**config.mk**
```make
export PLATFORM = sky130hd
export DESIGN_NAME = rpt_ram
export DESIGN_NICKNAME = d
export VERILOG_FILES = /design/src/rtl/core/rpt_ram.sv
export SDC_FILE = /design/constraint.sdc
export NUM_CORES = 1
export LEC_CHECK = 0
export ABC_AREA = 1
export BUFFER_PORTS_ARGS = -buffer_cell sky130_fd_sc_hd__buf_2
export CAP_MARGIN = 10
export CORE_MARGIN = 10
export CORE_UTILIZATION = 50
export CTS_BUF_LIST = sky130_fd_sc_hd__clkbuf_2 sky130_fd_sc_hd__clkbuf_4 sky130_fd_sc_hd__clkbuf_8
export DETAILED_ROUTE_END_ITERATION = 10
export PLACE_DENSITY_LB_ADDON = 0.2
export SYNTH_ARGS = -nofsm -noshare
export SYNTH_HDL_FRONTEND = slang
export SYNTH_SLANG_ARGS = --single-unit
```
**constraint.sdc**
```tcl
create_clock -name clk_i -period 1.3 [get_ports clk_i]
set_input_delay 0.26 -clock clk_i [delete_from_list [all_inputs] [get_ports clk_i]]
set_output_delay 0.26 -clock clk_i [all_outputs]
set_load 0.02 [all_outputs]
```
**src/rtl/core/rpt_ram.sv**
```systemverilog
// Generic simple dual-port RAM with registered read data.
module rpt_ram #(
  parameter int WIDTH = 8,
  parameter int DEPTH = 16
) (
  input  logic                     clk_i,
  input  logic                     we_i,
  input  logic [$clog2(DEPTH)-1:0] waddr_i,
  input  logic [WIDTH-1:0]         wdata_i,
  input  logic                     re_i,
  input  logic [$clog2(DEPTH)-1:0] raddr_i,
  output logic [WIDTH-1:0]         rdata_o
);

  logic [WIDTH-1:0] mem [DEPTH];

  always_ff @(posedge clk_i) begin
    if (we_i) begin
      mem[waddr_i] <= wdata_i;
    end
    if (re_i) begin
      rdata_o <= mem[raddr_i];
    end
  end

endmodule

```
==> impl_results.html <==
<table>
<tr><th>Metric</th><th>Value</th></tr>
<tr><th colspan="2">Outcome</th></tr>
<tr><td>Run status</td><td>finished clean</td></tr>
<tr><th colspan="2">Clock network</th></tr>
<tr><td>Hold buffers post-CTS</td><td>0</td></tr>
<tr><td>Post-CTS sizing</td><td>2</td></tr>
<tr><td>TritonCTS clock tree</td><td>done</td></tr>
<tr><td>Clock latency of the later-clocked register in the worst-skew pair</td><td>0.43 ns</td></tr>
<tr><td>Number of levels in the clock H-tree</td><td>4</td></tr>
<tr><td>Worst-case clock buffer depth</td><td>2</td></tr>
<tr><td>TritonCTS Sinks</td><td>136</td></tr>
<tr><td>Root buf cell</td><td>clkbuf_8</td></tr>
<tr><td>Total clock buffers created by CTS</td><td>17</td></tr>
<tr><td>Worst-path clk slew</td><td>0.08 ns</td></tr>
<tr><td>Post-CTS Setup Repair Bufs</td><td>0</td></tr>
<tr><th colspan="2">STA</th></tr>
<tr><td>Fin crit share</td><td>97.0%</td></tr>
<tr><td>Max-slew violations</td><td>0</td></tr>
<tr><td>Slew at the pin closest to its max-slew limit</td><td>0.608 ns</td></tr>
<tr><td>Slew HR</td><td>59.4%</td></tr>
<tr><td>Setup repair after global routing missed its margin</td><td>yes</td></tr>
<tr><td>Setup skew after layout</td><td>0.0108 ns</td></tr>
<tr><td>Tmin final</td><td>1.26 ns</td></tr>
<tr><td>Number of endpoints with negative hold slack in the final report</td><td>0</td></tr>
<tr><td>Total negative setup slack</td><td>0 ns</td></tr>
<tr><td>Worst setup margin</td><td>0.0387 ns</td></tr>
<tr><td>Setup violations, final</td><td>0</td></tr>
<tr><td>Post-route worst hold slack</td><td>0.194 ns</td></tr>
<tr><td>Highest clock frequency the design can meet</td><td>0.793 GHz</td></tr>
<tr><th colspan="2">Placement</th></tr>
<tr><td>HPWL after DPL</td><td>8370 µm</td></tr>
<tr><td>Number of cells after detailed placement</td><td>725</td></tr>
<tr><td>Setup slack at placement</td><td>-0.217 ns</td></tr>
<tr><td>Number of port buffers</td><td>26</td></tr>
<tr><td>Total placed instance area</td><td>0.00624 mm²</td></tr>
<tr><td>Last weighted congestion value of the routability-driven placer</td><td>0.920</td></tr>
<tr><th colspan="2">Finish</th></tr>
<tr><td>Layout net count</td><td>620</td></tr>
<tr><td>Final instance area</td><td>0.00661 mm²</td></tr>
<tr><td>Fraction of layout instances using a drive strength above 1</td><td>13.8%</td></tr>
<tr><td>Area Overhead vs Synth</td><td>13.0%</td></tr>
<tr><td>Area taken by multi-input logic gates</td><td>0.00121 mm²</td></tr>
<tr><td>Post-layout util</td><td>57.8%</td></tr>
<tr><td>Highest-count cells in the layout ignoring fill and taps</td><td>nand2_1 (173), edfxtp_1 (136), inv_1 (100), nand3_1 (97), buf_4 (26)</td></tr>
<tr><td>Fill count</td><td>988</td></tr>
<tr><td>Number of antenna diodes</td><td>0</td></tr>
<tr><td>Most common library cell in the layout ignoring fill and taps</td><td>nand2_1</td></tr>
<tr><td>Footprint of the flip-flops and latches</td><td>0.00408 mm²</td></tr>
<tr><td>Number of non-filler instances in the completed layout</td><td>757</td></tr>
<tr><th colspan="2">Synth</th></tr>
<tr><td>Synth cell types</td><td>11</td></tr>
<tr><td>Post-Synthesis Cells</td><td>551</td></tr>
<tr><td>Yosys reg bits</td><td>136</td></tr>
<tr><td>Total standard cell area after synthesis</td><td>0.00585 mm²</td></tr>
<tr><td>Synth Warn #</td><td>0</td></tr>
<tr><td>Per-instance average area after synthesis</td><td>10.6 µm²</td></tr>
<tr><td>Number of nets in the synthesized netlist</td><td>570</td></tr>
<tr><td>Portion of the post-synthesis area used by sequential elements</td><td>69.8%</td></tr>
<tr><th colspan="2">Power</th></tr>
<tr><td>Power density over cell area</td><td>1310 mW/mm²</td></tr>
<tr><td>Internal power component</td><td>6.67 mW</td></tr>
<tr><td>Combinational share of power</td><td>7.5%</td></tr>
<tr><td>Power share of the sequential group</td><td>57.3%</td></tr>
<tr><td>Standby leakage power</td><td>2.88 nW</td></tr>
<tr><td>Worst-case vdd ir drop</td><td>0.000665 V</td></tr>
<tr><td>Sw Pwr</td><td>1.99 mW</td></tr>
<tr><td>Total power</td><td>8.66 mW</td></tr>
<tr><td>Share of total power in the clock network</td><td>35.2%</td></tr>
<tr><td>Sw Ratio</td><td>23.0%</td></tr>
<tr><th colspan="2">Floorplanning</th></tr>
<tr><td>Floorplan die width</td><td>128 µm</td></tr>
<tr><td>Standard-cell row count</td><td>39</td></tr>
<tr><td>I/O pin total</td><td>27</td></tr>
<tr><td>Placeable core area</td><td>0.0114 mm²</td></tr>
<tr><td>Initial Utilization</td><td>51.2%</td></tr>
<tr><td>Floorplan die area</td><td>0.0164 mm²</td></tr>
<tr><td>Height of the die</td><td>128 µm</td></tr>
<tr><th colspan="2">Detailed routing</th></tr>
<tr><td>Vias post-DR</td><td>3792</td></tr>
<tr><td>Aggregate routed wire length</td><td>13000 µm</td></tr>
<tr><td>DR vias/cell</td><td>5.01</td></tr>
<tr><td>Number of nets with antenna violations after detailed routing</td><td>0</td></tr>
<tr><td>Routed len/inst</td><td>17.1 µm</td></tr>
<tr><td>1st-pass router iterations</td><td>5</td></tr>
<tr><td>Number of DRC markers in iteration 0</td><td>453</td></tr>
<tr><td>Drc violations</td><td>0</td></tr>
<tr><th colspan="2">Critical path</th></tr>
<tr><td>Critical Path Sink Type</td><td>output pin</td></tr>
<tr><td>Cell-by-cell listing of the critical path</td><td>buf_6</td></tr>
<tr><td>Launching element type of the critical path</td><td>flop</td></tr>
<tr><td>Top Family by Delay on Critical Path</td><td>flip-flops</td></tr>
<tr><td>Library cell contributing the largest single delay on the critical path</td><td>edfxtp_1</td></tr>
<tr><td>Startpoint-to-endpoint class of the critical path</td><td>reg -&gt; out</td></tr>
<tr><td>Data required time of the worst path</td><td>1.04 ns</td></tr>
<tr><td>Buf/Inv on CP</td><td>1</td></tr>
<tr><td>Critical Path Max Stage Delay</td><td>0.42 ns</td></tr>
<tr><td>Largest fanout of any net on the critical path</td><td>1</td></tr>
<tr><td>Signal arrival time at the worst endpoint</td><td>1.00 ns</td></tr>
<tr><th colspan="2">Job</th></tr>
<tr><td>Number of max-capacitance violations reported</td><td>0</td></tr>
<tr><th colspan="2">Min path</th></tr>
<tr><td>Class of the worst hold path</td><td>in -&gt; reg</td></tr>
<tr><th colspan="2">Global route</th></tr>
<tr><td>GR Overflow Total</td><td>0</td></tr>
<tr><td>Vias in the first global route</td><td>3654</td></tr>
<tr><td>Antenna violations before repair</td><td>0</td></tr>
<tr><td>Global-route total usage across every layer</td><td>16.3%</td></tr>
<tr><td>Largest net degree at the start of global routing</td><td>53</td></tr>
<tr><td>First-pass GRT wire length</td><td>20400 µm</td></tr>
</table>
[cell families (layout without fill, tap and decap cells)]
group | after synthesis | count (layout) | share of synthesized area, %
buf+inv | 126 | 189 | 9.39
flops | 136 | 136 | 69.8
simple gates | 289 | 289 | 20.8
[state kept, by name, indices dropped and copies added (netlist names)]
name and count:
mem 128, rdata_o 8
[layout make-up]
type | count | area share, %
clock inverters | 12 | 1.29
flip-flops and latches | 136 | 61.8
inverters | 102 | 5.80
repair buffers | 55 | 6.12
well taps | 143 | 2.71
clock buffers | 20 | 3.88
multi-input cells | 289 | 18.4
[synthesized netlist by cell type]
library cell / n / area (µm²)
nand2_1: 173 / 649
edfxtp_1: 136 / 4080
inv_1: 100 / 375
nand3_1: 97 / 485
nor2_1: 17 / 63.8
buf_2: 13 / 65.1
buf_6: 6 / 67.6
buf_4: 4 / 30.0
inv_2: 2 / 7.51
nand3b_1: 2 / 15.0
buf_1: 1 / 3.75
[power by group through the flow]
| stage | Sequential (mW) | Clock [mW] | Combinational [mW] |
|---|---|---|---|
| after CTS | 4.96 | 3.10 | 0.652 |
| after floorplan | 5.08 | 0 | 0.346 |
| after global placement | 5.06 | 0 | 0.637 |
| final | 4.96 | 3.04 | 0.651 |
| after detailed placement | 5.06 | 0 | 0.646 |
| after global routing | 4.97 | 3.29 | 0.723 |
[routing by layer]
metal / vias up / global-route usage (%) / routed length (µm)
li1: 1876 / - / -
met1: 1761 / 22.7 / 6070
met2: 142 / 24.1 / 5890
met3: 13 / 4.43 / 837
met4: 0 / 5.50 / 173
met5: - / 0 / 0
[final timing paths]
check / cells after the start / startpoint / end / slack (ns)
worst min register to register: 6 / mem[10][7] / rdata_o[7] / 0.74
worst min-delay path: 1 / re_i / rdata_o[6] / 0.19
worst max-delay path: 1 / rdata_o[5] / rdata_o[5] / 0.04
worst max register to register: 6 / mem[14][0] / rdata_o[0] / 0.12
No activity file was read; power rests on OpenSTA's default activity.
