`src/rtl/core/rpt_pkg.sv`:
```
// Shared types, constants and helpers for the radix page table walker.
package rpt_pkg;

  // Table geometry
  localparam int NUM_FRAMES        = 64;
  localparam int ENTRIES_PER_TABLE = 512;
  localparam int LEVELS            = 5;
  localparam int INDEX_BITS        = 9;

  // Field widths
  localparam int VPN_W    = 45;
  localparam int PPN_W    = 52;
  localparam int ENTRY_W  = PPN_W + 1;
  localparam int FRAME_W  = $clog2(NUM_FRAMES);
  localparam int FREE_W   = $clog2(NUM_FRAMES + 1);
  localparam int TABLE_W  = $clog2(ENTRIES_PER_TABLE);
  localparam int DEPTH    = NUM_FRAMES * ENTRIES_PER_TABLE;
  localparam int ADDR_W   = $clog2(DEPTH);
  localparam int LEVEL_W  = (LEVELS > 1) ? $clog2(LEVELS) : 1;
  localparam int IDX_MASK = (1 << INDEX_BITS) - 1;

  // Configuration port
  localparam int PADDR_W = 3;
  localparam int PDATA_W = 32;
  localparam int ROOT_W  = 6;
  localparam int FIRST_W = 7;

  localparam logic [ROOT_W-1:0]  ROOT_RESET  = ROOT_W'(0);
  localparam logic [FIRST_W-1:0] FIRST_RESET = FIRST_W'(1);

  typedef enum logic {
    REG_ROOT_FRAME = 1'b0,
    REG_FIRST_FREE = 1'b1
  } reg_idx_e;

  typedef enum logic {
    CMD_UPDATE = 1'b0,
    CMD_QUERY  = 1'b1
  } cmd_e;

  typedef enum logic [2:0] {
    ST_CLEAR,
    ST_IDLE,
    ST_READ,
    ST_EVAL,
    ST_DONE
  } state_e;

  typedef struct packed {
    logic             cmd;
    logic [VPN_W-1:0] vpn;
    logic [PPN_W-1:0] new_ppn;
    logic             unmap;
  } in_item_t;

  typedef struct packed {
    logic             found;
    logic [PPN_W-1:0] ppn_out;
    logic             status;
  } out_item_t;

  typedef struct packed {
    logic [ROOT_W-1:0]  root_frame;
    logic               ff_load;
    logic [FIRST_W-1:0] ff_value;
  } cfg_t;

  typedef struct packed {
    logic               we;
    logic [ADDR_W-1:0]  waddr;
    logic [ENTRY_W-1:0] wdata;
    logic               re;
    logic [ADDR_W-1:0]  raddr;
  } mem_req_t;

  // Table index of one level, most significant level first.
  function automatic logic [TABLE_W-1:0] level_index(input logic [VPN_W-1:0]   vpn,
                                                     input logic [LEVEL_W-1:0] level);
    logic [TABLE_W-1:0] idx;
    logic [VPN_W-1:0]   sh;
    idx = '0;
    sh  = '0;
    for (int l = 0; l < LEVELS; l++) begin
      if (level == LEVEL_W'(l)) begin
        sh  = vpn >> (INDEX_BITS * (LEVELS - 1 - l));
        idx = TABLE_W'(sh & VPN_W'(IDX_MASK));
      end
    end
    return idx;
  endfunction

endpackage

```
`src/rtl/core/rpt_regs.sv`:
```
// APB configuration registers of the page table walker.
module rpt_regs (
  input  logic                        clk_i,
  input  logic                        rst_ni,
  input  logic                        psel,
  input  logic                        penable,
  input  logic                        pwrite,
  input  logic [rpt_pkg::PADDR_W-1:0] paddr,
  input  logic [rpt_pkg::PDATA_W-1:0] pwdata,
  output logic [rpt_pkg::PDATA_W-1:0] prdata,
  output logic                        pready,
  output rpt_pkg::cfg_t               cfg_o
);

  logic [rpt_pkg::ROOT_W-1:0]  root_q, root_d;
  logic [rpt_pkg::FIRST_W-1:0] first_q, first_d;
  logic                        wr_en;
  rpt_pkg::reg_idx_e           idx;

  assign pready = 1'b1;
  assign wr_en  = psel & penable & pwrite;
  assign idx    = rpt_pkg::reg_idx_e'(paddr[2]);

  always_comb begin
    root_d  = root_q;
    first_d = first_q;
    if (wr_en) begin
      unique case (idx)
        rpt_pkg::REG_ROOT_FRAME: root_d  = pwdata[rpt_pkg::ROOT_W-1:0];
        rpt_pkg::REG_FIRST_FREE: first_d = pwdata[rpt_pkg::FIRST_W-1:0];
        default: ;
      endcase
    end
  end

  always_comb begin
    prdata = '0;
    unique case (idx)
      rpt_pkg::REG_ROOT_FRAME: prdata = rpt_pkg::PDATA_W'(root_q);
      rpt_pkg::REG_FIRST_FREE: prdata = rpt_pkg::PDATA_W'(first_q);
      default: prdata = '0;
    endcase
  end

  always_ff @(posedge clk_i or negedge rst_ni) begin
    if (!rst_ni) begin
      root_q  <= rpt_pkg::ROOT_RESET;
      first_q <= rpt_pkg::FIRST_RESET;
    end else begin
      root_q  <= root_d;
      first_q <= first_d;
    end
  end

  assign cfg_o.root_frame = root_q;
  assign cfg_o.ff_load    = wr_en && (idx == rpt_pkg::REG_FIRST_FREE);
  assign cfg_o.ff_value   = pwdata[rpt_pkg::FIRST_W-1:0];

endmodule

```
`config.mk`:
```
export PLATFORM = sky130hd
export DESIGN_NAME = rpt_regs
export DESIGN_NICKNAME = d
export VERILOG_FILES = /design/src/rtl/core/rpt_pkg.sv /design/src/rtl/core/rpt_regs.sv
export SDC_FILE = /design/constraint.sdc
export NUM_CORES = 1
export LEC_CHECK = 0
export BUFFER_PORTS_ARGS = -buffer_cell sky130_fd_sc_hd__clkbuf_2
export CORE_ASPECT_RATIO = 0.75
export CORE_UTILIZATION = 32
export DETAILED_ROUTE_END_ITERATION = 7
export PLACE_DENSITY = 0.76
export SYNTH_ARGS = -nofsm -noshare
export SYNTH_HDL_FRONTEND = slang
export SYNTH_SLANG_ARGS = --single-unit
```
`constraint.sdc`:
```
create_clock -name clk_i -period 0.8 [get_ports clk_i]
set_input_delay 0.04 -clock clk_i [delete_from_list [all_inputs] [get_ports clk_i]]
set_output_delay 0.04 -clock clk_i [all_outputs]
set_load 0.02 [all_outputs]
```
==> results of run 1 <==
==> cells in the mapped netlist (all sizes together) <==
cell,instances,area [µm²]
nand4b,1,23.8
nand4,1,21.3
dfstp,1,26.3
inv,1,3.75
dfrtp,12,300
buf,34,259
mux2,19,214
and2,1,7.51
conb,2,7.51
==> metrics by stage <==
stage	area, µm²	worst slack (ns)	util	hold WS (ns)
3_5_place_dp	925	-0.0629	0.382	-0.0462
4_1_cts	1120	-0.353	0.461	0.0222
5_1_grt	1250	-0.375	0.516	0.0314
6_report	1250	-0.349	0.516	0.0282
3_3_place_gp	925	-0.0485	0.382	-0.0616
2_1_floorplan	961	-0.0212	-	-0.256
==> final timing paths <==
| path | start | endpoint | slack, ns | cells past startpoint |
|---|---|---|---|---|
| max | root_q[3] | prdata[3] | -0.35 | 2 |
| min | pwdata[6] | first_q[6] | 0.03 | 2 |
| max reg2reg | root_q[4] | root_q[4] | -0.22 | 3 |
| min reg2reg | first_q[5] | first_q[5] | 0.51 | 1 |
| max in group asynchronous | rst_ni | first_q[0] | 0.31 | 2 |
| min in group asynchronous | rst_ni | first_q[1] | 0.19 | 2 |
==> power groups by stage <==
stage	logic, mW	clock network, mW	registers, mW
after floorplan	0.604	0	0.983
after global placement	0.805	0	0.909
after detailed placement	0.820	0	0.920
after CTS	1.18	0.422	0.896
after global routing	1.63	0.449	0.930
final	1.54	0.405	0.913
==> registers in the layout (all words and copies together) (netlist names) <==
register	cells
first_q	7
root_q	6
==> routing by layer <==
layer / wire (µm) / global-route usage / vias to the layer above
met4: 0 / 0.0133 / 0
met2: 1010 / 0.268 / 37
met5: 0 / 0 / -
met3: 125 / 0.0606 / 0
li1: - / - / 261
met1: 732 / 0.145 / 279
==> cells by family after synthesis <==
kind of cell | count (synthesis) | synth area share
buffers and inverters | 35 | 0.304
flip-flops | 13 | 0.378
multiplexers | 19 | 0.248
other | 2 | 0.00870
AND/OR/NAND/NOR | 3 | 0.0609
==> area by class of cell <==
class / count / area, µm²
tap: 34 / 42.5
timing repair buffer: 47 / 433
inverter: 1 / 3.75
multi-input combinational: 48 / 410
sequential: 13 / 334
fill: 227 / 1170
clock buffer: 4 / 26.3
==> worst register-to-register path, delay by kind of cell, from the launching register on <==
kind,cells,cell delay [ns]
DFF,1,0.41
muxes,1,0.25
buffers and inverters,2,0.24
==> what timing repair did <==
action / 4_1_cts / 5_1_grt
gates cloned: 0 / 0
buffers inserted: 5 / 7
setup endpoints to repair: 15 / 19
pin swaps: 1 / 0
hold buffers: 1 / 0
endpoints found under the hold margin: 13 / 0
resized for setup: 26 / 34
==> results.toml, run 1 <==
[pwr]
powerDensity_nw_per_um2 = 2280
netSwitchingPower_mw = 0.955
p_comb_frac = 0.539
p_leak_nw = 0.675
switching_share = 0.334
clkPwrFrac = 0.142
total_power_mw = 2.86
power.internal_mw = 1.90
power.share.sequential = 0.320
ir_drop_v = 0.00157

[timing]
setup_slack_ns = -0.349
max_freq_mhz = 870
hold_viol_final = 0
layout_worst_path_cycle_share = 1.44
skew_ns = 0
slew_viol_final = 0
grt_setup_unrepaired = "yes"
period_needed_ns = 1.15
setup-tns-final_ns = -4.57
finalSetupViolCount = 21

[run_status]
run_status = "finished, violations left"
violations = "negative setup slack"

[finish]
antennaDiodeCount = 0
final_cells = 147
final_cell_mix = "conb_1, clkbuf_2, mux2_4, buf_8, buf_6"
drive_gt1_frac = 0.690
final_common_cell = "conb_1"
fin_nets = 154
area_growth_pct = 44.8

[clocking]
cts_buffers = 3
clk_latency_ns = 0.27
cts_tree = "done"
cts_htree_levels = 1
clockBufferDepth = 2
clk_pin_slew_worst_paths_ns = 0.07
cts-root-buf = "clkbuf_4"
numClockSinks = 13

[floorplan]
start_util = 0.357
dieArea_um2 = 2910
fp.dieH_um = 47.0
top_level_ports = 87
core.rowCount = 15
die_width_um = 62.0
core_area_um2 = 2420

[placed_design]
port_buffers = 33
dp_cells = 131
dp_hpwl_um = 1230
gp_congestion = 0.637

[grt]
grt_overflow = 0
grt_pass1_vias = 590
grt.total_usage = 0.139
grt_pass1_wl_um = 2790
antenna_found_initial = 0
grt_start_max_net_pins = 14

[drt]
first_iter_violations = 3
routedWlPerCell_um = 12.7
vias = 577
drtPass1Iterations = 2
vias_per_cell = 3.93
drtAntennaViolNets = 0
drc = 0
drt-total-wl_um = 1870

[critical_path]
max_stage_delay_ns = 0.42
cp.buffers_inverters = 1
crit_fanout = 2
path_cells = "mux2_4, buf_8"
end_kind = "output port"
path_delay_family = "flip-flops"
cp_slowest_cell = "dfrtp_2"
worstPathRequired_ns = 0.76
critical_path_class = "reg -> out"
arrival_ns = 1.11
worst_setup_path_start_kind = "register"

[min_path]
hold_class = "in -> reg"

[yosys]
synth_seq_cells = 13
ys_seq_area_frac = 0.378
syn_area_per_cell_um2 = 12.0
synth_cell_types = 10
yosys_warnings = 0
syn_area_um2 = 863
netlist_instances = 72

[flow_run]
drv_cap = 0
Note: power is estimated with default switching activity, not from simulation.
==> run 2, diff against run 1 <==
--- a/config.mk
+++ b/config.mk
@@ -10,6 +10,7 @@
 export CORE_UTILIZATION = 32
 export DETAILED_ROUTE_END_ITERATION = 7
 export PLACE_DENSITY = 0.76
+export RECOVER_POWER = 25
 export SYNTH_ARGS = -nofsm -noshare
 export SYNTH_HDL_FRONTEND = slang
 export SYNTH_SLANG_ARGS = --single-unit
==> results.toml, run 2 (synthesized netlist as in run 1, its figures left out) <==
[pwr]
ir_drop_v = 0.00156
power.internal_mw = 1.90
power.share.sequential = 0.320
switching_share = 0.334
netSwitchingPower_mw = 0.952
p_comb_frac = 0.538
clkPwrFrac = 0.142
p_leak_nw = 0.657
powerDensity_nw_per_um2 = 2290

[grt]
grt_overflow = 0
grt_start_max_net_pins = 14
grt_pass1_vias = 590
grt.total_usage = 0.139
antenna_found_initial = 0
grt_pass1_wl_um = 2790

[critical_path]
rrSetupSlack_ns = -0.21
worst_setup_path_start_kind = "register"
end_kind = "output port"
arrival_ns = 1.11
path_delay_family = "flip-flops"
cp_slowest_cell = "dfrtp_2"
cp.buffers_inverters = 1
crit_fanout = 2
r2r-start = "root_q[4]"
max_stage_delay_ns = 0.42
timing.rr.end = "root_q[4]"
r2r_cells = 3
worstPathRequired_ns = 0.76
critical_path_class = "reg -> out"
path_cells = "mux2_4, buf_8"

[drt]
drc = 0
drtPass1Iterations = 2
drt-total-wl_um = 1870
first_iter_violations = 3
routedWlPerCell_um = 12.7
vias_per_cell = 3.93
vias = 578
drtAntennaViolNets = 0

[clocking]
clk_pin_slew_worst_paths_ns = 0.07
cts_buffers = 3
cts_tree = "done"
clockBufferDepth = 2
numClockSinks = 13
cts_htree_levels = 1
cts-root-buf = "clkbuf_4"
clk_latency_ns = 0.27

[finish]
drive_gt1_frac = 0.637
top_regs = "first_q x7, root_q x6"
area_growth_pct = 43.9
top_register = "first_q"
nFillCells = 231
antennaDiodeCount = 0
final_common_cell = "conb_1"
fin_nets = 154
final_cells = 147
final_cell_mix = "conb_1, clkbuf_2, mux2_4, buf_8, buf_6"
largest_reg_flops = 7

[timing]
setup-tns-final_ns = -4.57
max_freq_mhz = 870
layout_worst_path_cycle_share = 1.44
finalSetupViolCount = 21
period_needed_ns = 1.15
skew_ns = 0
hold_viol_final = 0
grt_setup_unrepaired = "yes"
slew_viol_final = 0
setup_slack_ns = -0.349

[placed_design]
dp_cells = 131
gp_congestion = 0.637
dp_hpwl_um = 1230
port_buffers = 33

[floorplan]
fp.dieH_um = 47.0
dieArea_um2 = 2910
core_area_um2 = 2420
top_level_ports = 87
start_util = 0.357
die_width_um = 62.0
core.rowCount = 15

[run_status]
violations = "negative setup slack"
run_status = "finished, violations left"

[min_path]
hold_class = "in -> reg"
min_to = "first_q[6]"
min_path_cells = 2
hp-start = "pwdata[6]"

[flow_run]
drv_cap = 0
-- run 2: changes by cell type in the layout (fill, tap and decap cells not counted) --
cell,before,now
clkbuf_1,1,7
clkbuf_2,20,14
-- run 2: stage by stage --
step | total power [mW] | setup slack (ns) | util | instance area, µm² | hold WS (ns)
3_5_place_dp | 1.74 | -0.0629 | 0.382 | 925 | -0.0462
2_1_floorplan | 1.59 | -0.0212 | - | 961 | -0.256
5_1_grt | 3.00 | -0.375 | 0.513 | 1240 | 0.0315
4_1_cts | 2.50 | -0.353 | 0.461 | 1120 | 0.0222
3_3_place_gp | 1.71 | -0.0485 | 0.382 | 925 | -0.0616
6_report | 2.85 | -0.349 | 0.513 | 1240 | 0.0283
-- run 2: timing repair --
action / 4_1_cts / 5_1_grt
pin swaps: 1 / 0
hold buffers: 1 / 0
buffers inserted: 5 / 7
endpoints found under the setup margin: 15 / 19
gates resized for setup: 26 / 34
endpoints found under the hold margin: 13 / 0
-- run 2: layer usage --
| metal | wire (µm) | track usage |
|---|---|---|
| met1 | 734 | 0.145 |
| met2 | 1010 | 0.268 |
| met3 | 125 | 0.0606 |
| met4 | 0 | 0.0133 |
| met5 | 0 | 0 |
-- run 2: worst max path at each step --
stage	start	end	slack, ns	depth (start not counted)
2_1_floorplan	root_q[0]	root_q[0]	-0.02	1
3_3_place_gp	paddr[2]	prdata[5]	-0.05	4
3_5_place_dp	paddr[2]	root_q[4]	-0.06	3
4_1_cts	root_q[4]	prdata[4]	-0.35	2
5_1_grt	root_q[4]	prdata[4]	-0.38	2
6_report	root_q[3]	prdata[3]	-0.35	2
-- run 2: area by class of cell --
type                    count  area (µm²)  area share
clock buffers               4        26.3      0.0211
well taps                  34        42.5      0.0342
flip-flops and latches     13         334       0.269
repair buffers             47         425       0.342
inverters                   1        3.75     0.00302
multi-input cells          48         410       0.330
-- run 2: power groups by stage --
stage	Sequential, mW	Combinational (mW)	Clock (mW)
4_1_cts	0.896	1.18	0.422
3_3_place_gp	0.909	0.805	0
3_5_place_dp	0.920	0.820	0
2_1_floorplan	0.983	0.604	0
6_report	0.913	1.53	0.403
5_1_grt	0.930	1.62	0.449
-- run 2: worst register-to-register path, cell delays in order (launching register included) --
cell and delay, ns:
dfrtp_2 0.41, buf_4 0.13, buf_6 0.11, mux2_4 0.25
==> run 3, diff against run 2 <==
--- a/config.mk
+++ b/config.mk
@@ -6,10 +6,12 @@
 export NUM_CORES = 1
 export LEC_CHECK = 0
 export BUFFER_PORTS_ARGS = -buffer_cell sky130_fd_sc_hd__clkbuf_2
+export CELL_PAD_IN_SITES_DETAIL_PLACEMENT = 2
+export CELL_PAD_IN_SITES_GLOBAL_PLACEMENT = 2
 export CORE_ASPECT_RATIO = 0.75
-export CORE_UTILIZATION = 32
+export CORE_UTILIZATION = 16
 export DETAILED_ROUTE_END_ITERATION = 7
-export PLACE_DENSITY = 0.76
+export PLACE_DENSITY = 0.74
 export RECOVER_POWER = 25
 export SYNTH_ARGS = -nofsm -noshare
 export SYNTH_HDL_FRONTEND = slang
==> results.toml, run 3 (synthesized netlist as in run 1, its figures left out) <==
[pwr]
powerDensity_nw_per_um2 = 2340
total_power_mw = 3.01
switching_share = 0.331
power.share.sequential = 0.303
p_leak_nw = 0.642
ir_drop_v = 0.000565
power.internal_mw = 2.01
p_comb_frac = 0.495
clkPwrFrac = 0.202
netSwitchingPower_mw = 0.995

[finish]
antennaDiodeCount = 0
final_cells = 184
fin_nets = 153
drive_gt1_frac = 0.634
largest_reg_flops = 7
area_growth_pct = 49.0
fin_util = 0.255
top_register = "first_q"
fin_area_um2 = 1290
top_regs = "first_q x7, root_q x6"
nFillCells = 562
final_cell_mix = "conb_1, clkbuf_2, buf_8, mux2_2, mux2_4"
final_common_cell = "conb_1"

[critical_path]
cp.buffers_inverters = 1
arrival_ns = 1.08
cp_slowest_cell = "dfrtp_2"
worst_setup_path_start_kind = "register"
critical_path_class = "reg -> out"
path_delay_family = "flip-flops"
worstPathRequired_ns = 0.76
crit_fanout = 2
max_stage_delay_ns = 0.41
end_kind = "output port"
path_cells = "mux2_2, buf_8"
r2r_cells = 3
cp.depth = 2

[timing]
grt_setup_unrepaired = "yes"
skew_ns = 0
finalSetupViolCount = 20
layout_worst_path_cycle_share = 1.39
setup_slack_ns = -0.315
period_needed_ns = 1.12
slew_viol_final = 0
holdWs_ns = 0.0502
hold_viol_final = 0
max_freq_mhz = 897

[drt]
first_iter_violations = 5
routedWlPerCell_um = 12.7
vias = 570
drtAntennaViolNets = 0
drtPass1Iterations = 2
drc = 0
vias_per_cell = 3.10
drt-total-wl_um = 2330

[flow_run]
drv_cap = 0

[floorplan]
dieArea_um2 = 5700
top_level_ports = 87
start_util = 0.171
core_area_um2 = 5040
die_width_um = 86.8
fp.dieH_um = 65.6
core.rowCount = 22

[clocking]
cts_buffers = 3
cts_tree = "done"
cts-root-buf = "clkbuf_8"
clk_pin_slew_worst_paths_ns = 0.06
clk_latency_ns = 0.25
clockBufferDepth = 2
cts_htree_levels = 1
numClockSinks = 13

[grt]
grt.total_usage = 0.0844
antenna_found_initial = 0
grt_pass1_wl_um = 3380
grt_start_max_net_pins = 14
grt_overflow = 0
grt_pass1_vias = 619

[min_path]
min_path_cells = 2
hold_class = "in -> reg"

[run_status]
run_status = "finished, violations left"
violations = "negative setup slack"

[placed_design]
gp_congestion = 0.650
dp_hpwl_um = 1700
dp_cells = 171
dpl_cell_area_um2 = 1000
port_buffers = 33
[run 3: cell types whose count changed in the layout (fill, tap and decap cells not counted), sizes merged]
cell,before,now
buf,26,25
[run 3: stage by stage]
step	TNS, ns	setup WS [ns]
2_1_floorplan	-0.127	-0.0212
3_3_place_gp	-0.928	-0.0721
3_5_place_dp	-1.25	-0.0845
4_1_cts	-4.00	-0.335
5_1_grt	-4.44	-0.341
6_report	-3.98	-0.315
[run 3: worst paths after layout]
| kind | from | to | slack, ns |
|---|---|---|---|
| hold reg to reg | first_q[3] | first_q[3] | 0.50 |
| min in group asynchronous | rst_ni | first_q[3] | 0.22 |
| hold / removal | pwdata[6] | first_q[6] | 0.05 |
| max in group asynchronous | rst_ni | first_q[0] | 0.28 |
| setup reg to reg | root_q[0] | root_q[0] | -0.20 |
| setup / recovery | root_q[4] | prdata[4] | -0.32 |
[run 3: final cells by class]
type                            instances  area, µm²  share of cell area
Timing Repair Buffer                   46        419               0.326
Clock buffer                            4       45.0              0.0350
Multi-Input combinational cell         48        394               0.306
Inverter                                1       3.75             0.00292
Sequential cell                        13        334               0.260
Tap cell                               72       90.1              0.0700
[run 3: what timing repair did]
action / in CTS / in global routing
buffers inserted: 6 / 4
endpoints found under the hold margin: 13 / 0
gates resized for setup: 34 / 21
hold buffers: 1 / 0
setup endpoints to repair: 13 / 19
cloned: 0 / 0
pin swaps: 0 / 0
[run 3: metal layers]
layer | up-vias | share of wire | GRT usage
met5 | - | 0 | 0
met4 | 0 | 0.028 | 0.0625
met3 | 5 | 0.044 | 0.0138
met2 | 24 | 0.53 | 0.151
met1 | 284 | 0.39 | 0.0904
li1 | 257 | - | -
[run 3: power groups by stage]
stage	Sequential (mW)	Clock, mW	Combinational, mW
after floorplan	0.983	0	0.604
after global placement	0.914	0	0.875
after detailed placement	0.928	0	0.894
after CTS	0.905	0.623	1.33
after global routing	0.929	0.648	1.57
final	0.911	0.608	1.49
