[config.mk]
export PLATFORM = sky130hd
export DESIGN_NAME = rpt_walk
export DESIGN_NICKNAME = d
export VERILOG_FILES = /design/src/rtl/core/rpt_pkg.sv /design/src/rtl/core/rpt_walk.sv
export SDC_FILE = /design/constraint.sdc
export NUM_CORES = 1
export LEC_CHECK = 0
export BUFFER_PORTS_ARGS = -buffer_cell sky130_fd_sc_hd__buf_2
export CORE_ASPECT_RATIO = 0.8
export CORE_UTILIZATION = 55
export CTS_CLUSTER_SIZE = 25
export DETAILED_ROUTE_END_ITERATION = 6
export PLACE_DENSITY = 0.95
export SYNTH_ARGS = -nofsm -noshare
export SYNTH_HDL_FRONTEND = slang
export SYNTH_SLANG_ARGS = --single-unit
[constraint.sdc]
create_clock -name clk_i -period 8.9 [get_ports clk_i]
set_input_delay 0.89 -clock clk_i [delete_from_list [all_inputs] [get_ports clk_i]]
set_output_delay 0.89 -clock clk_i [all_outputs]
set_load 0.05 [all_outputs]
[src/rtl/core/rpt_pkg.sv]
// Shared types, constants and helpers for the radix page table walker.
package rpt_pkg;

  // Table geometry
  localparam int NUM_FRAMES        = 64;
  localparam int ENTRIES_PER_TABLE = 512;
  localparam int LEVELS            = 5;
  localparam int INDEX_BITS        = 9;

  // Field widths
  localparam int VPN_W    = 45;
  localparam int PPN_W    = 52;
  localparam int ENTRY_W  = PPN_W + 1;
  localparam int FRAME_W  = $clog2(NUM_FRAMES);
  localparam int FREE_W   = $clog2(NUM_FRAMES + 1);
  localparam int TABLE_W  = $clog2(ENTRIES_PER_TABLE);
  localparam int DEPTH    = NUM_FRAMES * ENTRIES_PER_TABLE;
  localparam int ADDR_W   = $clog2(DEPTH);
  localparam int LEVEL_W  = (LEVELS > 1) ? $clog2(LEVELS) : 1;
  localparam int IDX_MASK = (1 << INDEX_BITS) - 1;

  // Configuration port
  localparam int PADDR_W = 3;
  localparam int PDATA_W = 32;
  localparam int ROOT_W  = 6;
  localparam int FIRST_W = 7;

  localparam logic [ROOT_W-1:0]  ROOT_RESET  = ROOT_W'(0);
  localparam logic [FIRST_W-1:0] FIRST_RESET = FIRST_W'(1);

  typedef enum logic {
    REG_ROOT_FRAME = 1'b0,
    REG_FIRST_FREE = 1'b1
  } reg_idx_e;

  typedef enum logic {
    CMD_UPDATE = 1'b0,
    CMD_QUERY  = 1'b1
  } cmd_e;

  typedef enum logic [2:0] {
    ST_CLEAR,
    ST_IDLE,
    ST_READ,
    ST_EVAL,
    ST_DONE
  } state_e;

  typedef struct packed {
    logic             cmd;
    logic [VPN_W-1:0] vpn;
    logic [PPN_W-1:0] new_ppn;
    logic             unmap;
  } in_item_t;

  typedef struct packed {
    logic             found;
    logic [PPN_W-1:0] ppn_out;
    logic             status;
  } out_item_t;

  typedef struct packed {
    logic [ROOT_W-1:0]  root_frame;
    logic               ff_load;
    logic [FIRST_W-1:0] ff_value;
  } cfg_t;

  typedef struct packed {
    logic               we;
    logic [ADDR_W-1:0]  waddr;
    logic [ENTRY_W-1:0] wdata;
    logic               re;
    logic [ADDR_W-1:0]  raddr;
  } mem_req_t;

  // Table index of one level, most significant level first.
  function automatic logic [TABLE_W-1:0] level_index(input logic [VPN_W-1:0]   vpn,
                                                     input logic [LEVEL_W-1:0] level);
    logic [TABLE_W-1:0] idx;
    logic [VPN_W-1:0]   sh;
    idx = '0;
    sh  = '0;
    for (int l = 0; l < LEVELS; l++) begin
      if (level == LEVEL_W'(l)) begin
        sh  = vpn >> (INDEX_BITS * (LEVELS - 1 - l));
        idx = TABLE_W'(sh & VPN_W'(IDX_MASK));
      end
    end
    return idx;
  endfunction

endpackage

[src/rtl/core/rpt_walk.sv]
// Walk sequencer: memory clear, per-level read/evaluate/write, frame allocator.
module rpt_walk (
  input  logic                        clk_i,
  input  logic                        rst_ni,
  input  rpt_pkg::cfg_t               cfg_i,
  input  logic                        in_valid_i,
  output logic                        in_stall_o,
  input  rpt_pkg::in_item_t           in_item_i,
  output logic                        out_valid_o,
  input  logic                        out_stall_i,
  output rpt_pkg::out_item_t          out_item_o,
  output rpt_pkg::mem_req_t           mem_req_o,
  input  logic [rpt_pkg::ENTRY_W-1:0] mem_rdata_i
);

  rpt_pkg::state_e state_q, state_d;

  logic [rpt_pkg::ADDR_W-1:0]  clr_q, clr_d;
  rpt_pkg::in_item_t           item_q, item_d;
  logic [rpt_pkg::LEVEL_W-1:0] level_q, level_d;
  logic [rpt_pkg::FRAME_W-1:0] frame_q, frame_d;
  logic [rpt_pkg::ADDR_W-1:0]  addr_q, addr_d;
  logic [rpt_pkg::FREE_W-1:0]  free_q, free_d;
  rpt_pkg::out_item_t          res_q, res_d;
  logic                        out_valid_q, out_valid_d;
  rpt_pkg::out_item_t          out_q, out_d;

  logic                        in_acc, out_free, clr_last;
  logic                        ev_done, ev_we, ev_alloc;
  logic [rpt_pkg::ENTRY_W-1:0] ev_wdata;
  logic [rpt_pkg::FRAME_W-1:0] ev_frame;
  rpt_pkg::out_item_t          ev_res;
  logic                        e_valid, leaf;
  logic [rpt_pkg::ADDR_W-1:0]  rd_addr;

  assign in_stall_o = (state_q != rpt_pkg::ST_IDLE);
  assign in_acc     = in_valid_i && !in_stall_o;
  assign out_free   = !out_valid_q || !out_stall_i;
  assign clr_last   = (clr_q == rpt_pkg::ADDR_W'(rpt_pkg::DEPTH - 1));
  assign rd_addr    = {frame_q, rpt_pkg::level_index(item_q.vpn, level_q)};

  assign e_valid = mem_rdata_i[0];
  assign leaf    = (level_q == rpt_pkg::LEVEL_W'(rpt_pkg::LEVELS - 1));

  // Decode the entry just read
  always_comb begin
    ev_done  = 1'b0;
    ev_we    = 1'b0;
    ev_alloc = 1'b0;
    ev_wdata = '0;
    ev_frame = mem_rdata_i[rpt_pkg::FRAME_W:1];
    ev_res   = res_q;
    if (item_q.cmd == rpt_pkg::CMD_QUERY) begin
      if (!e_valid) begin
        ev_done = 1'b1;
      end else if (leaf) begin
        ev_done        = 1'b1;
        ev_res.found   = 1'b1;
        ev_res.ppn_out = mem_rdata_i[rpt_pkg::PPN_W:1];
      end
    end else if (leaf) begin
      ev_done  = 1'b1;
      ev_we    = 1'b1;
      ev_wdata = item_q.unmap ? '0 : {item_q.new_ppn, 1'b1};
    end else if (!e_valid) begin
      if (item_q.unmap) begin
        ev_done = 1'b1;
      end else if (free_q >= rpt_pkg::FREE_W'(rpt_pkg::NUM_FRAMES)) begin
        ev_done       = 1'b1;
        ev_res.status = 1'b1;
      end else begin
        ev_we    = 1'b1;
        ev_alloc = 1'b1;
        ev_wdata = {rpt_pkg::PPN_W'(free_q), 1'b1};
        ev_frame = free_q[rpt_pkg::FRAME_W-1:0];
      end
    end
  end

  // Next state
  always_comb begin
    state_d = state_q;
    unique case (state_q)
      rpt_pkg::ST_CLEAR: if (clr_last) state_d = rpt_pkg::ST_IDLE;
      rpt_pkg::ST_IDLE:  if (in_acc) state_d = rpt_pkg::ST_READ;
      rpt_pkg::ST_READ:  state_d = rpt_pkg::ST_EVAL;
      rpt_pkg::ST_EVAL:  state_d = ev_done ? rpt_pkg::ST_DONE : rpt_pkg::ST_READ;
      rpt_pkg::ST_DONE:  if (out_free) state_d = rpt_pkg::ST_IDLE;
      default:           state_d = rpt_pkg::ST_CLEAR;
    endcase
  end

  // Datapath and memory requests
  always_comb begin
    clr_d       = clr_q;
    item_d      = item_q;
    level_d     = level_q;
    frame_d     = frame_q;
    addr_d      = addr_q;
    free_d      = free_q;
    res_d       = res_q;
    out_valid_d = out_valid_q && out_stall_i;
    out_d       = out_q;
    mem_req_o   = '0;
    mem_req_o.waddr = addr_q;
    mem_req_o.raddr = rd_addr;

    if (cfg_i.ff_load) begin
      free_d = rpt_pkg::FREE_W'(cfg_i.ff_value);
    end

    unique case (state_q)
      rpt_pkg::ST_CLEAR: begin
        mem_req_o.we    = 1'b1;
        mem_req_o.waddr = clr_q;
        mem_req_o.wdata = '0;
        clr_d           = clr_q + rpt_pkg::ADDR_W'(1);
      end
      rpt_pkg::ST_IDLE: begin
        if (in_acc) begin
          item_d  = in_item_i;
          level_d = '0;
          frame_d = rpt_pkg::FRAME_W'(cfg_i.root_frame);
          res_d   = '0;
        end
      end
      rpt_pkg::ST_READ: begin
        mem_req_o.re = 1'b1;
        addr_d       = rd_addr;
      end
      rpt_pkg::ST_EVAL: begin
        mem_req_o.we    = ev_we;
        mem_req_o.wdata = ev_wdata;
        res_d           = ev_res;
        frame_d         = ev_frame;
        level_d         = level_q + rpt_pkg::LEVEL_W'(1);
        if (ev_alloc) begin
          free_d = free_q + rpt_pkg::FREE_W'(1);
        end
      end
      rpt_pkg::ST_DONE: begin
        if (out_free) begin
          out_valid_d = 1'b1;
          out_d       = res_q;
        end
      end
      default: ;
    endcase
  end

  always_ff @(posedge clk_i or negedge rst_ni) begin
    if (!rst_ni) begin
      state_q     <= rpt_pkg::ST_CLEAR;
      clr_q       <= '0;
      free_q      <= rpt_pkg::FREE_W'(rpt_pkg::FIRST_RESET);
      out_valid_q <= 1'b0;
    end else begin
      state_q     <= state_d;
      clr_q       <= clr_d;
      free_q      <= free_d;
      out_valid_q <= out_valid_d;
    end
  end

  always_ff @(posedge clk_i) begin
    item_q  <= item_d;
    level_q <= level_d;
    frame_q <= frame_d;
    addr_q  <= addr_d;
    res_q   <= res_d;
    out_q   <= out_d;
  end

  assign out_valid_o = out_valid_q;
  assign out_item_o  = out_q;

endmodule

==> impl_metrics.py, run 1 <==
metrics = {
    "status": {
        "status": "finished with violations",
        "violations": "DRC",
    },
    "timing": {
        "finalHoldViolations": 0,
        "worst_slew_pin_slew_ns": 0.9518,
        "setup_viol": 0,
        "slew_headroom_pct": 36.54,
        "finalMaxSlewViolations": 0,
        "grt_setup_unrepaired": "false",
        "fin_crit_sh_pct": 44.12,
        "max_freq_ghz": 0.2547,
        "period_needed_ns": 3.927,
        "setup_tns_ns": 0,
        "clock_skew_ns": 0.01172,
    },
    "routing": {
        "drt_iter0_drc": 638,
        "avgViaCountPerCell": 5.429,
        "num_vias": 6292,
        "drtAntennaViolNets": 0,
        "avgRoutedWirePerCell_um": 19.86,
        "drt-pass1-iter-count": 7,
        "wl_mm": 23.02,
        "drc": 23,
    },
    "logic_synthesis": {
        "synth_edf_count": 231,
        "netlist.area_leader.share_pct": 70.13,
        "ys_seq_elements": 257,
        "avgSynthCellArea_um2": 16.29,
        "yosysTopAreaCell": "edfxtp_1",
        "synthArstFlopShare_pct": 10.12,
        "synthesis.instances": 607,
        "synth_area_leaders": "edfxtp_1 (70%), and2_1 (6.3%), dfrtp_1 (6.3%), mux2_2 (1.8%), o21ai_0 (1.5%)",
        "synth_nets": 785,
        "synthFlopType": "edfxtp_1",
        "synth_area_um2": 9891,
        "yosysSeqAreaShare_pct": 76.72,
        "yosys_warnings": 0,
        "synth_cell_types": 42,
    },
    "clocking": {
        "postCtsSetupBuffers": 0,
        "cts_buffers": 25,
        "cts-root-buf": "clkbuf_16",
        "clockBufferDepth": 3,
        "cts.reportedPaths.clkPinSlew_ns": 0.07,
        "cts_tree": "built",
        "ctsHoldBuffers": 0,
        "ctsResizeCount": 0,
        "h-tree-depth": 1,
        "clock_sinks": 257,
        "clk_latency_ns": 0.50,
    },
    "pwr": {
        "ir_drop_mv": 0.1913,
        "p_per_area_nw_per_um2": 309.2,
        "p_leak_nw": 5.146,
    },
    "worst_setup_path": {
        "critPathKind": "flop to primary output",
        "slowest_stage": "nor2b_1",
        "slowest_delay_ns": 0.56,
        "cp.arrival_ns": 3.04,
        "cp_max_fo": 12,
        "end_kind": "primary output",
        "cp_common_cell": "o21ai_0",
        "critPathLaunchType": "flop",
        "crit_required_ns": 8.01,
        "crit_chain": "inv_1 -> ha_1 -> nor2b_1 -> a221o_1 -> o21ai_0 -> o21ai_0 -> buf_2",
    },
    "floorplan": {
        "die_h_um": 121.9,
        "pin_count": 311,
        "dieArea_um2": 18530,
        "start_util_pct": 56.57,
        "core_um2": 17490,
        "chipWidth_um": 151.9,
        "num_rows": 43,
    },
    "placed_design": {
        "port_buffers": 310,
        "place_inst": 1116,
        "gp_congestion": 1.014,
        "hpwlAfterDp_mm": 16.73,
    },
    "finish": {
        "area_delta_synth_final_pct": 25.16,
        "layout_common_cells": "buf_2 (310), edfxtp_1 (231), and2_1 (100), o21ai_0 (30), nand2_1 (29)",
        "regArea_um2": 7589,
        "drive_above_1_share_pct": 41.22,
        "fin_nets": 1096,
        "diodes": 0,
        "fillerInstances": 1107,
        "layout_commonest_cell": "buf_2",
        "instances_no_fill": 1159,
        "multi_input_area_um2": 2092,
    },
    "global_routing": {
        "grt_start_max_net_pins": 80,
        "antenna_found_initial": 2,
        "grt_overflow_total": 0,
        "track_usage_pct": 24.53,
        "grt_pass1_wl_mm": 34.10,
        "grt_pass1_vias": 6196,
    },
    "flow_run": {
        "drv_cap": 0,
    },
    "worst_hold_path": {
        "worstHoldPathType": "input port to async pin",
    },
}
==> power breakdown <==
part           switching, mW  internal [mW]  leakage [nW]
registers              0.116           1.61          2.45
clock network          0.416          0.591         0.392
logic                  0.808          0.283          2.30
total                   1.34           2.49          5.15
==> kinds of logic (layout without fill, tap and decap cells) <==
kind of cell | after synthesis | count (layout) | synth area share (%)
XOR/XNOR | 14 | 14 | 1.240
multiplexers | 24 | 24 | 2.631
adder cells (fa/ha/maj) | 8 | 8 | 1.012
AO/OA/AOI/OAI | 82 | 82 | 5.250
AND/OR/NAND/NOR | 180 | 180 | 10.88
buffers and inverters | 42 | 369 | 2.264
flip-flops | 257 | 257 | 76.72
==> worst max-delay path, delay by kind of cell (launching register included) <==
family / cells / cell delay (ns)
AO/OA/AOI/OAI: 3 / 0.67
adder cells (fa/ha/maj): 1 / 0.40
buffers and inverters: 2 / 0.46
flip-flops: 1 / 0.45
AND/OR/NAND/NOR: 1 / 0.56
==> area by class of cell <==
cell class              count  area share (%)
multi-input cells         308           16.90
clock inverters             8          0.5256
well taps                 225           2.274
flip-flops and latches    257           61.30
inverters                  11          0.3436
clock buffers              35           5.822
repair buffers            315           12.84
==> path summary, 6_finish.rpt <==
| kind | from | to | slack [ns] | cells past startpoint |
|---|---|---|---|---|
| setup reg to reg | state_q[0]$_DFFE_PN0P_ | item_q[14]$_DFFE_PP_ | 5.92 | 4 |
| max in group asynchronous | rst_ni | free_q[2]$_DFF_PN0_ | 8.06 | 1 |
| min in group clk_i | res_q[47]$_SDFFCE_PN0P_ | out_item_o[47]$_DFFE_PP_ | 0.42 | 0 |
| hold reg to reg | res_q[47]$_SDFFCE_PN0P_ | out_item_o[47]$_DFFE_PP_ | 0.42 | 0 |
| setup / recovery | level_q[0]$_SDFFCE_PN0P_ | mem_req_o[2] | 4.97 | 7 |
| hold / removal | rst_ni | clr_q[6]$_DFFE_PN0P_ | 0.42 | 1 |
==> metal layers <==
metal	global-route usage [%]	up-vias	share of wire, %
met4	8.673	4	3.2
met3	5.656	69	8.1
li1	-	2869	-
met2	42.68	376	50
met5	0	-	0.12
met1	30.58	2974	38
==> per-stage QoR <==
step	utilization, %	instance area, µm²	total power, mW	hold slack (ns)	setup WS (ns)
6_report	70.80	12380	3.828	0.4158	4.973
5_1_grt	70.80	12380	3.960	0.4302	4.874
4_1_cts	70.80	12380	3.840	0.4168	5.065
3_5_place_dp	66.30	11590	2.831	0.4045	5.573
3_3_place_gp	66.30	11590	2.784	0.4003	5.627
2_1_floorplan	-	9891	2.550	0.4003	4.946
==> cell usage after synthesis, types with 2 or more instances <==
cell type and n:
a21oi_1 27, a221o_1 9, a22o_1 6, a31oi_1 2
and2_1 100, and3_1 7, and4_1 2, buf_2 5
buf_4 4, buf_6 6, clkbuf_1 16, dfrtp_1 25
edfxtp_1 231, ha_1 8, inv_1 11, mux2_2 16
mux2i_1 8, nand2_1 30, nand3_1 14, nand4_1 6
nor2_1 6, nor3_1 3, o21ai_0 30, o221a_2 4
or2_2 2, xnor2_1 12, xor2_1 2
==> registers in the layout (all words and copies together), names as in the netlist <==
register / flops
item_q: 99
out_item_o: 54
res_q: 54
addr_q: 15
clr_q: 15
free_q: 7
frame_q: 6
level_q: 3
state_q: 3
out_valid_o: 1
Power figures use the tool's default switching activity.
==> run 2, diff against run 1 <==
--- a/config.mk
+++ b/config.mk
@@ -7,10 +7,10 @@
 export LEC_CHECK = 0
 export BUFFER_PORTS_ARGS = -buffer_cell sky130_fd_sc_hd__buf_2
 export CORE_ASPECT_RATIO = 0.8
-export CORE_UTILIZATION = 55
+export CORE_UTILIZATION = 51
 export CTS_CLUSTER_SIZE = 25
 export DETAILED_ROUTE_END_ITERATION = 6
-export PLACE_DENSITY = 0.95
+export PLACE_DENSITY = 0.91
 export SYNTH_ARGS = -nofsm -noshare
 export SYNTH_HDL_FRONTEND = slang
 export SYNTH_SLANG_ARGS = --single-unit
==> constraint.sdc (replaced) <==
create_clock -name clk_i -period 3.8 [get_ports clk_i]
set_input_delay 0.38 -clock clk_i [delete_from_list [all_inputs] [get_ports clk_i]]
set_output_delay 0.38 -clock clk_i [all_outputs]
set_load 0.05 [all_outputs]
==> impl_metrics.py, run 2 (same netlist as run 1, synthesis figures left out) <==
metrics = {
    "status": {
        "status": "completed",
    },
    "worst_setup_path": {
        "cp.arrival_ns": 2.99,
        "cp_common_cell": "o21ai_0",
        "slowest_stage": "nor2b_1",
        "crit_chain": "inv_1 -> ha_1 -> nor2b_1 -> a221o_1 -> o21ai_0 -> o21ai_0 -> buf_2",
        "critPathKind": "flop to primary output",
        "r2r-start": "state_q[0]$_DFFE_PN0P_",
        "slowest_delay_ns": 0.55,
        "cp_top_family": "compound AO/OA/AOI/OAI gates",
        "r2r-end": "item_q[97]$_DFFE_PP_",
        "crit_required_ns": 3.42,
        "end_kind": "primary output",
        "critPathLaunchType": "flop",
        "cp_max_fo": 12,
        "cp_num_buf_inv": 2,
        "r2r_cells": 4,
        "r2r_setup_slack_ns": 1.20,
    },
    "global_routing": {
        "grt_pass1_wl_mm": 32.06,
        "antenna_found_initial": 3,
        "grt_start_max_net_pins": 59,
        "track_usage_pct": 21.68,
        "grt_overflow_total": 0,
        "grt_pass1_vias": 5868,
    },
    "placed_design": {
        "hpwlAfterDp_mm": 16.08,
        "port_buffers": 310,
        "gp_congestion": 1.027,
    },
    "worst_hold_path": {
        "min_to": "item_q[62]$_DFFE_PP_",
        "worstHoldPathType": "input port to flop",
        "min_path_cells": 1,
        "hp-start": "in_item_i[62]",
    },
    "clocking": {
        "h-tree-depth": 1,
        "cts-root-buf": "clkbuf_16",
        "cts_buffers": 25,
        "clockBufferDepth": 3,
        "clock_sinks": 257,
        "clk_latency_ns": 0.51,
        "cts_tree": "built",
        "cts.reportedPaths.clkPinSlew_ns": 0.06,
    },
    "timing": {
        "worst_slew_pin_slew_ns": 0.7096,
        "setup_viol": 0,
        "period_needed_ns": 3.371,
        "grt_setup_unrepaired": "false",
        "finalMaxSlewViolations": 0,
        "slew_headroom_pct": 52.69,
        "max_freq_ghz": 0.2966,
        "setup_tns_ns": 0,
        "finalHoldViolations": 0,
        "clock_skew_ns": 0.01060,
        "fin_crit_sh_pct": 88.72,
    },
    "finish": {
        "drive_above_1_share_pct": 40.96,
        "area_delta_synth_final_pct": 26.65,
        "layout_common_cells": "buf_2 (310), edfxtp_1 (231), and2_1 (100), o21ai_0 (30), nand2_1 (29)",
        "final_util_pct": 66.02,
        "layout_commonest_cell": "buf_2",
        "largest_reg_flops": 99,
        "fin_nets": 1099,
        "regMostFlops": "item_q",
    },
    "floorplan": {
        "pin_count": 311,
        "num_rows": 45,
        "start_util_pct": 52.13,
        "dieArea_um2": 19960,
        "core_um2": 18970,
        "chipWidth_um": 157.7,
        "die_h_um": 126.6,
    },
    "routing": {
        "drt_iter0_drc": 475,
        "drt-pass1-iter-count": 5,
        "avgRoutedWirePerCell_um": 18.43,
        "wl_mm": 22.13,
        "drtAntennaViolNets": 0,
        "num_vias": 6143,
        "drc": 0,
        "avgViaCountPerCell": 5.115,
    },
    "pwr": {
        "p_per_area_nw_per_um2": 728.5,
        "ir_drop_mv": 0.5209,
        "p_leak_nw": 5.187,
    },
    "flow_run": {
        "drv_cap": 0,
    },
}
## run 2: layout make-up
class | count | area, µm²
Tap cell | 258 | 322.8
Fill cell | 1339 | 6447
Sequential cell | 257 | 7589
Multi-Input combinational cell | 308 | 2092
Clock buffer | 28 | 636.9
Antenna cell | 3 | 7.507
Clock inverter | 18 | 209.0
Inverter | 11 | 43.79
Timing Repair Buffer | 318 | 1627
## run 2: how the worst max path moves through the flow
stage,startpoint,end,slack [ns],cells after the start
2_1_floorplan,state_q[1]$_DFFE_PN0P_,item_q[0]$_DFFE_PP_,0.19,3
3_3_place_gp,level_q[0]$_SDFFCE_PN0P_,mem_req_o[21],1.11,6
3_5_place_dp,level_q[0]$_SDFFCE_PN0P_,mem_req_o[6],1.01,7
4_1_cts,level_q[0]$_SDFFCE_PN0P_,mem_req_o[6],0.45,7
5_1_grt,level_q[0]$_SDFFCE_PN0P_,mem_req_o[6],0.24,7
6_report,level_q[0]$_SDFFCE_PN0P_,mem_req_o[6],0.43,7
## run 2: power breakdown
| group | internal (mW) | switching (mW) | leakage, nW |
|---|---|---|---|
| clock | 1.54 | 1.00 | 0.415 |
| combinational | 0.681 | 1.87 | 2.32 |
| sequential | 3.77 | 0.256 | 2.45 |
| total | 6.00 | 3.13 | 5.19 |
## run 2: per-stage QoR
stage | hold slack (ns) | instances | instance area, µm² | power [mW] | setup WS (ns)
floorplan | 0.08441 | 607 | 9894 | 5.971 | 0.1936
global placement | 0.4001 | 1151 | 11660 | 6.552 | 1.113
detailed placement | 0.4045 | 1151 | 11660 | 6.639 | 1.013
CTS | 0.01711 | 1198 | 12520 | 9.175 | 0.4469
global route | 0.01526 | 1201 | 12530 | 9.473 | 0.2446
finish | 0.03852 | 1201 | 12530 | 9.126 | 0.4287
## run 2: per-layer routing
layer | share of wire [%] | track usage, %
met4 | 3.3 | 8.053
met1 | 40 | 27.91
met2 | 50 | 36.05
met5 | 0 | 0
met3 | 7.2 | 4.886
## run 2: what timing repair did
| item | 4_1_cts | 5_1_grt |
|---|---|---|
| setup buffers | 0 | 0 |
| resized for setup | 0 | 0 |
| setup endpoints to repair | 0 | 0 |
| endpoints found under the hold margin | 25 | 0 |
| hold buffers | 1 | 0 |
